===== config.mk =====
export PLATFORM = sky130hd
export DESIGN_NAME = tlwc_ctrl
export DESIGN_NICKNAME = d
export VERILOG_FILES = /design/src/tlwc_pkg.sv /design/src/tlwc_ctrl.sv
export SDC_FILE = /design/constraint.sdc
export NUM_CORES = 1
export LEC_CHECK = 0
export BUFFER_PORTS_ARGS = -buffer_cell sky130_fd_sc_hd__buf_4
export CORE_MARGIN = 3
export CORE_UTILIZATION = 45
export CTS_BUF_LIST = sky130_fd_sc_hd__clkbuf_8
export DETAILED_ROUTE_END_ITERATION = 6
export PLACE_DENSITY = 0.75
export SKIP_CTS_REPAIR_TIMING = 1
export SYNTH_ARGS = -nofsm -noshare
export SYNTH_HDL_FRONTEND = slang
export SYNTH_SLANG_ARGS = --single-unit

===== constraint.sdc =====
create_clock -name i_clk -period 1.86 [get_ports i_clk]
set_input_delay 0.093 -clock i_clk [delete_from_list [all_inputs] [get_ports i_clk]]
set_output_delay 0.093 -clock i_clk [all_outputs]
set_load 0.05 [all_outputs]

===== src/tlwc_pkg.sv =====
// package for the two-level write-back cache
// holds payload structs, controller state enum, command/status structs and defaults
`default_nettype none
package tlwc_pkg;

    localparam int WORD_BYTES_D   = 4;
    localparam int LINE_BYTES_D   = 16;
    localparam int NEAR_BYTES_D   = 256;
    localparam int FAR_BYTES_D    = 512;
    localparam int FAR_WAYS_D     = 2;
    localparam int MEMORY_BYTES_D = 65536;

    localparam int ADDR_W = 16;
    localparam int COST_W = 10;
    localparam int PADDR_W = 5;

    localparam logic [2:0] REG_L1_READ   = 3'd0;
    localparam logic [2:0] REG_L1_WRITE  = 3'd1;
    localparam logic [2:0] REG_L2_MISS   = 3'd2;
    localparam logic [2:0] REG_MEM_READ  = 3'd3;
    localparam logic [2:0] REG_MEM_WRITE = 3'd4;

    localparam logic CMD_READ  = 1'b0;
    localparam logic CMD_WRITE = 1'b1;

    typedef struct packed {
        logic        command;
        logic [15:0] address;
        logic [31:0] write_word;
    } t_in_item;

    typedef struct packed {
        logic [31:0] read_word;
        logic [31:0] elapsed_time;
        logic        access_error;
    } t_out_item;

    typedef enum logic [4:0] {
        ST_IDLE,
        ST_L1_RD,      // read l1 line
        ST_L1_CHK,     // hit check
        ST_WB_SET,     // l2 lookup for l1 victim writeback
        ST_WB_RD,
        ST_WB_CHK,
        ST_WB_VRD,     // read l2 victim line
        ST_WB_MW,      // memory write of l2 victim
        ST_WB_MR,      // memory read into l2 (write miss)
        ST_WB_WR,      // write l1 victim into l2
        ST_RF_SET,     // l2 lookup for refill
        ST_RF_RD,
        ST_RF_CHK,
        ST_RF_VRD,
        ST_RF_MW,
        ST_RF_MR,
        ST_RF_FILL,    // write filled line into l2
        ST_RF_L1,      // write refilled line into l1
        ST_WORD,       // word read/write in l1
        ST_DONE
    } t_state;

    // controller to datapath
    typedef struct packed {
        logic capture;
        logic l1_rd;
        logic wb_sel;      // l2 access uses l1 victim address
        logic l2_rd;
        logic l2_lookup;
        logic vict_rd;
        logic mem_wr;
        logic mem_rd;
        logic l2_wr_block; // write l1 victim data, dirty
        logic l2_fill;     // write memory data into l2 (clean read fill)
        logic l2_hit_rd;   // read hit: stamp and copy to buffer
        logic l1_fill;
        logic word_op;
        logic done;
        logic mem_step;    // byte step of memory transfer
    } t_cmd;

    // datapath to controller
    typedef struct packed {
        logic clearing;    // backing memory clearing pass after reset
        logic bad;
        logic l1_hit;
        logic l1_dirty;
        logic l2_hit;
        logic l2_vdirty;
        logic mem_last;
    } t_sts;

endpackage
`default_nettype wire


===== src/tlwc_ctrl.sv =====
// controller state machine for the two-level write-back cache
// depends on tlwc_pkg for state, command and status types
`default_nettype none
module tlwc_ctrl (
    input  wire logic             i_clk,
    input  wire logic             i_rst_n,
    input  wire logic             start,
    output logic                  busy,
    input  wire tlwc_pkg::t_sts   i_sts,
    output tlwc_pkg::t_cmd        o_cmd
);
    import tlwc_pkg::*;

    t_state r_state, n_state;

    // state register
    always_ff @(posedge i_clk) begin
        if (!i_rst_n) begin
            r_state <= ST_IDLE;
        end else begin
            r_state <= n_state;
        end
    end

    // next state and commands
    always_comb begin
        n_state = r_state;
        o_cmd   = '0;
        busy    = (r_state != ST_IDLE) || i_sts.clearing;
        unique case (r_state)
            ST_IDLE: begin
                if (start && !i_sts.clearing) begin
                    o_cmd.capture = 1'b1;
                    n_state = ST_L1_RD;
                end
            end
            ST_L1_RD: begin
                o_cmd.l1_rd = 1'b1;
                n_state = ST_L1_CHK;
            end
            ST_L1_CHK: begin
                if (i_sts.bad || i_sts.l1_hit) n_state = i_sts.bad ? ST_DONE : ST_WORD;
                else if (i_sts.l1_dirty) n_state = ST_WB_SET;
                else n_state = ST_RF_SET;
            end
            ST_WB_SET: begin
                o_cmd.wb_sel = 1'b1;
                o_cmd.l2_rd = 1'b1;
                n_state = ST_WB_RD;
            end
            ST_WB_RD: begin
                o_cmd.wb_sel = 1'b1;
                o_cmd.l2_lookup = 1'b1;
                n_state = ST_WB_CHK;
            end
            ST_WB_CHK: begin
                o_cmd.wb_sel = 1'b1;
                if (i_sts.l2_hit) n_state = ST_WB_WR;
                else n_state = ST_WB_VRD;
            end
            ST_WB_VRD: begin
                o_cmd.wb_sel = 1'b1;
                o_cmd.vict_rd = 1'b1;
                n_state = i_sts.l2_vdirty ? ST_WB_MW : ST_WB_MR;
            end
            ST_WB_MW: begin
                o_cmd.wb_sel = 1'b1;
                o_cmd.mem_wr = 1'b1;
                o_cmd.mem_step = 1'b1;
                if (i_sts.mem_last) n_state = ST_WB_MR;
            end
            ST_WB_MR: begin
                o_cmd.wb_sel = 1'b1;
                o_cmd.mem_rd = 1'b1;
                o_cmd.mem_step = 1'b1;
                if (i_sts.mem_last) n_state = ST_WB_WR;
            end
            ST_WB_WR: begin
                o_cmd.wb_sel = 1'b1;
                o_cmd.l2_wr_block = 1'b1;
                n_state = ST_RF_SET;
            end
            ST_RF_SET: begin
                o_cmd.l2_rd = 1'b1;
                n_state = ST_RF_RD;
            end
            ST_RF_RD: begin
                o_cmd.l2_lookup = 1'b1;
                n_state = ST_RF_CHK;
            end
            ST_RF_CHK: begin
                if (i_sts.l2_hit) begin
                    o_cmd.l2_hit_rd = 1'b1;
                    n_state = ST_RF_L1;
                end else begin
                    n_state = ST_RF_VRD;
                end
            end
            ST_RF_VRD: begin
                o_cmd.vict_rd = 1'b1;
                n_state = i_sts.l2_vdirty ? ST_RF_MW : ST_RF_MR;
            end
            ST_RF_MW: begin
                o_cmd.mem_wr = 1'b1;
                o_cmd.mem_step = 1'b1;
                if (i_sts.mem_last) n_state = ST_RF_MR;
            end
            ST_RF_MR: begin
                o_cmd.mem_rd = 1'b1;
                o_cmd.mem_step = 1'b1;
                if (i_sts.mem_last) n_state = ST_RF_FILL;
            end
            ST_RF_FILL: begin
                o_cmd.l2_fill = 1'b1;
                n_state = ST_RF_L1;
            end
            ST_RF_L1: begin
                o_cmd.l1_fill = 1'b1;
                n_state = ST_WORD;
            end
            ST_WORD: begin
                o_cmd.word_op = 1'b1;
                n_state = ST_DONE;
            end
            ST_DONE: begin
                o_cmd.done = 1'b1;
                n_state = ST_IDLE;
            end
            default: n_state = ST_IDLE;
        endcase
    end

endmodule
`default_nettype wire


==> PnR_summary.wiki <==
{| class="wikitable"
! Metric !! Value
|-
| Run status || finished clean
|-
| Area share of the largest cell type after synthesis || 0.1521
|-
| Maximum number of pins on one net before global-route repair || 15
|-
| Cell at the slowest stage of the critical path || sky130_fd_sc_hd__dfxtp_1
|-
| TNS Setup || 0 ns
|-
| Asr flop ratio synth || 0
|-
| Dominant combinational cell family by area after synthesis || simple AND/OR/NAND/NOR gates
|-
| Kind of start point of the critical path || register
|-
| Sequential area share after synthesis || 0.1521
|-
| Top flip-flop cell by instance count after synthesis || sky130_fd_sc_hd__dfxtp_1
|-
| Cell class contributing the biggest share of worst-path delay || flip-flops
|-
| Worst reg-to-reg path cell count || 5
|-
| I/O pin cnt || 26
|-
| FF-to-FF setup slack || 0.23 ns
|-
| Area of the mapped netlist || 658.1 µm²
|-
| Register with the highest flop count || r_state
|-
| Mean instance size in the synthesized netlist || 6.268 µm²
|-
| Crit Path Max Fanout || 10
|-
| Clock transition time at the flip-flop clock pins of the worst setup and hold paths || 0.04 ns
|-
| Count of placed standard cells including taps || 143
|-
| Post-route minimum period || 1.679 ns
|-
| Min-delay src || i_rst_n
|-
| Cell count after synthesis || 105
|-
| Initial core utilization || 0.4934
|-
| Most frequent cell on the critical path || sky130_fd_sc_hd__buf_4
|-
| Clock Sinks || 5
|-
| Peak supply drop || 0.3942 mV
|-
| Number of failing setup endpoints in the final timing report || 0
|-
| Biggest registers after layout || r_state (5)
|-
| Total grt overflow || 0
|-
| Final hold violation count || 0
|-
| Clock tree root driver cell || sky130_fd_sc_hd__clkbuf_8
|-
| Synth Area in Adders || 0
|-
| Antenna violations before repair || 0
|-
| Post-route fraction of the period consumed by the critical path || 0.9025
|-
| Reg-to-reg startpoint || r_state[4]$_SDFFE_PN0P_
|-
| Kind of end point of the critical path || primary output
|-
| CP Data Arrival Time || 1.59 ns
|-
| Overall die width || 44.24 µm
|-
| Number of non-filler instances in the completed layout || 147
|-
| Total wirelength of the detailed-routed design || 2030 µm
|-
| Number of detailed-routing iterations run before antenna repair || 4
|-
| End of the worst register-to-register path || r_state[4]$_SDFFE_PN0P_
|-
| Clock tree skew after final layout || 0.0007624 ns
|-
| Rows || 13
|-
| Post-synthesis cell type with the largest combined area || sky130_fd_sc_hd__dfxtp_1
|-
| Fraction of layout cells with a size suffix above 1 || 0.3409
|-
| Die ar. || 1957 µm²
|-
| PwrDens || 1153 nW/µm²
|-
| CTS tree || built
|-
| Ant. Diodes || 0
|-
| Post-layout utilization of the core || 0.7045
|-
| DRC violations left || 0
|-
| Synthesized-area fraction occupied by ao, oa, aoi and oai cells || 0.2814
|-
| Number of buffer cells added on primary ports || 25
|-
| Routed wire length per instance || 13.81 µm
|-
| Hold endpoint || r_state[0]$_SDFFE_PN0P_
|-
| Num CTS Buffers || 3
|-
| Count of nets after finishing || 143
|-
| Leakage power total || 0.4306 nW
|-
| Delay of the slowest critical-path stage || 0.47 ns
|-
| Data required, critical path || 1.77 ns
|-
| Flip-flop count of the largest register after layout || 5
|-
| Worst-path cell chain || buf_4 -> nand2b_1 -> nor2_1 -> nor3_2 -> buf_4
|-
| Buffering stage count on the worst path with inverters included || 2
|-
| Vias/cell || 5.830
|-
| Number of synthesized flops with an enable pin || 0
|-
| Area added between synthesis and finish || 42.78%
|-
| CTS Buffer Depth || 2
|-
| Number of nets with antenna violations after detailed routing || 0
|-
| Die boundary height || 44.24 µm
|-
| HP Class || in -> reg
|-
| Worst slew slack as a fraction of its limit || 0.7425
|-
| Detailed Place HPWL || 1566 µm
|-
| Core region area || 1334 µm²
|-
| Minimum hold slack || 0.2973 ns
|-
| Power consumption || 0.001083 W
|-
| Number of design-rule violations left by the first detailed-router iteration || 23
|-
| Distinct cell type count after synthesis || 34
|-
| Placer Congestion || 0.8852
|-
| Setup repair after global routing missed its margin || false
|-
| Register bit total from synthesis || 5
|-
| Worst Tran Pin Value || 0.3765 ns
|-
| Maximum achievable frequency || 595.7 MHz
|-
| Multiplexer area fraction after synthesis || 0
|-
| First-pass GRT wire length || 3318 µm
|-
| Net count after synthesis || 115
|-
| Global router's overall resource usage || 0.2267
|-
| Number of max-cap violations || 0
|-
| Vias in the first global route || 789
|-
| Post-synthesis share of cell area spent on and, or, nand and nor gates || 0.4544
|-
| Hold depth || 3
|-
| Worst-Skew Late Latency || 0.22 ns
|-
| Kind of critical path || reg -> out
|-
| Vias post-DR || 857
|-
| Yosys warns || 0
|-
| Final count of pins violating max slew || 0
|-
| Synthesized-area fraction occupied by xor and xnor cells || 0.02662
|-
| H-tree level count || 1
|-
| Dominant cells by area after synthesis || sky130_fd_sc_hd__dfxtp_1, sky130_fd_sc_hd__nor2_1, sky130_fd_sc_hd__nand2_1, sky130_fd_sc_hd__a21oi_1, sky130_fd_sc_hd__a22o_1
|}
final cells by class:
type | instances | area [µm²]
clock inverters | 1 | 3.754
fillers | 111 | 394.1
clock buffers | 3 | 41.29
repair buffers | 32 | 240.2
multi-input cells | 88 | 524.3
inverters | 3 | 11.26
well taps | 15 | 18.77
flip-flops and latches | 5 | 100.1
synth_stat cells (all sizes together), types with 2 or more instances:
library cell / count
nand4: 2
xor2: 2
and3: 5
nor3: 7
clkbuf: 4
dfxtp: 5
nand2: 13
buf: 5
nor2: 16
o211ai: 2
nand2b: 4
nand3: 3
o21ai: 5
inv: 3
a21boi: 2
a22o: 4
nor2b: 4
a21oi: 7
cell usage in the layout, fill, tap and decap left out, drive strengths merged, types with 3 or more instances in the layout:
| cell type | synthesis | layout |
|---|---|---|
| and3 | 5 | 5 |
| o21ai | 5 | 5 |
| nand2b | 4 | 4 |
| nand2 | 13 | 13 |
| a21oi | 7 | 7 |
| clkbuf | 4 | 3 |
| nand3 | 3 | 3 |
| inv | 3 | 4 |
| nor2 | 16 | 16 |
| buf | 5 | 32 |
| a22o | 4 | 4 |
| nor2b | 4 | 4 |
| dfxtp | 5 | 5 |
| nor3 | 7 | 7 |
power by group:
group	leakage, nW	switching, W	internal, W
clock	0.0269	0.0000568	0.000142
sequential	0.0407	0.0000304	0.000131
combinational	0.363	0.000451	0.000272
stage by stage:
stage / cell area (µm²) / setup slack (ns)
2_1_floorplan: 678.2 / 0.008367
3_3_place_gp: 892.1 / 0.3187
3_5_place_dp: 892.1 / 0.2791
4_1_cts: 937.1 / 0.1527
5_1_grt: 939.7 / 0.05646
6_report: 939.7 / 0.1814
worst register-to-register path, stage by stage (launching register included):
cell and delay (ns):
sky130_fd_sc_hd__dfxtp_1 0.49, sky130_fd_sc_hd__nor3_1 0.15, sky130_fd_sc_hd__and3_1 0.17, sky130_fd_sc_hd__nor3_1 0.29, sky130_fd_sc_hd__and3_4 0.27, sky130_fd_sc_hd__a21boi_0 0.18
layer usage:
metal  wire (µm)  global-route usage  up-vias
met1         847              0.2714      377
met2         958              0.3808       49
met3         181             0.03252        4
met5           0                   0        -
met4          42              0.1325        0
li1            -                   -      427
logic make-up (layout without fill, tap and decap cells):
group / count (synthesis) / count (layout)
xor+xnor: 2 / 2
simple gates: 59 / 59
buf+inv: 12 / 39
compound gates: 27 / 27
flops: 5 / 5
worst max-delay path by stage:
stage          cells after the start                      end  slack, ns                    start
2_1_floorplan                      4                o_cmd[10]      0.008  r_state[1]$_SDFFE_PN0P_
3_3_place_gp                       5  r_state[4]$_SDFFE_PN0P_       0.32  r_state[4]$_SDFFE_PN0P_
3_5_place_dp                       5  r_state[4]$_SDFFE_PN0P_       0.28  r_state[4]$_SDFFE_PN0P_
4_1_cts                            5                o_cmd[10]       0.15  r_state[2]$_SDFFE_PN0P_
5_1_grt                            5                o_cmd[10]       0.06  r_state[2]$_SDFFE_PN0P_
6_report                           5                o_cmd[12]       0.18  r_state[2]$_SDFFE_PN0P_
Power figures use the tool's default switching activity.
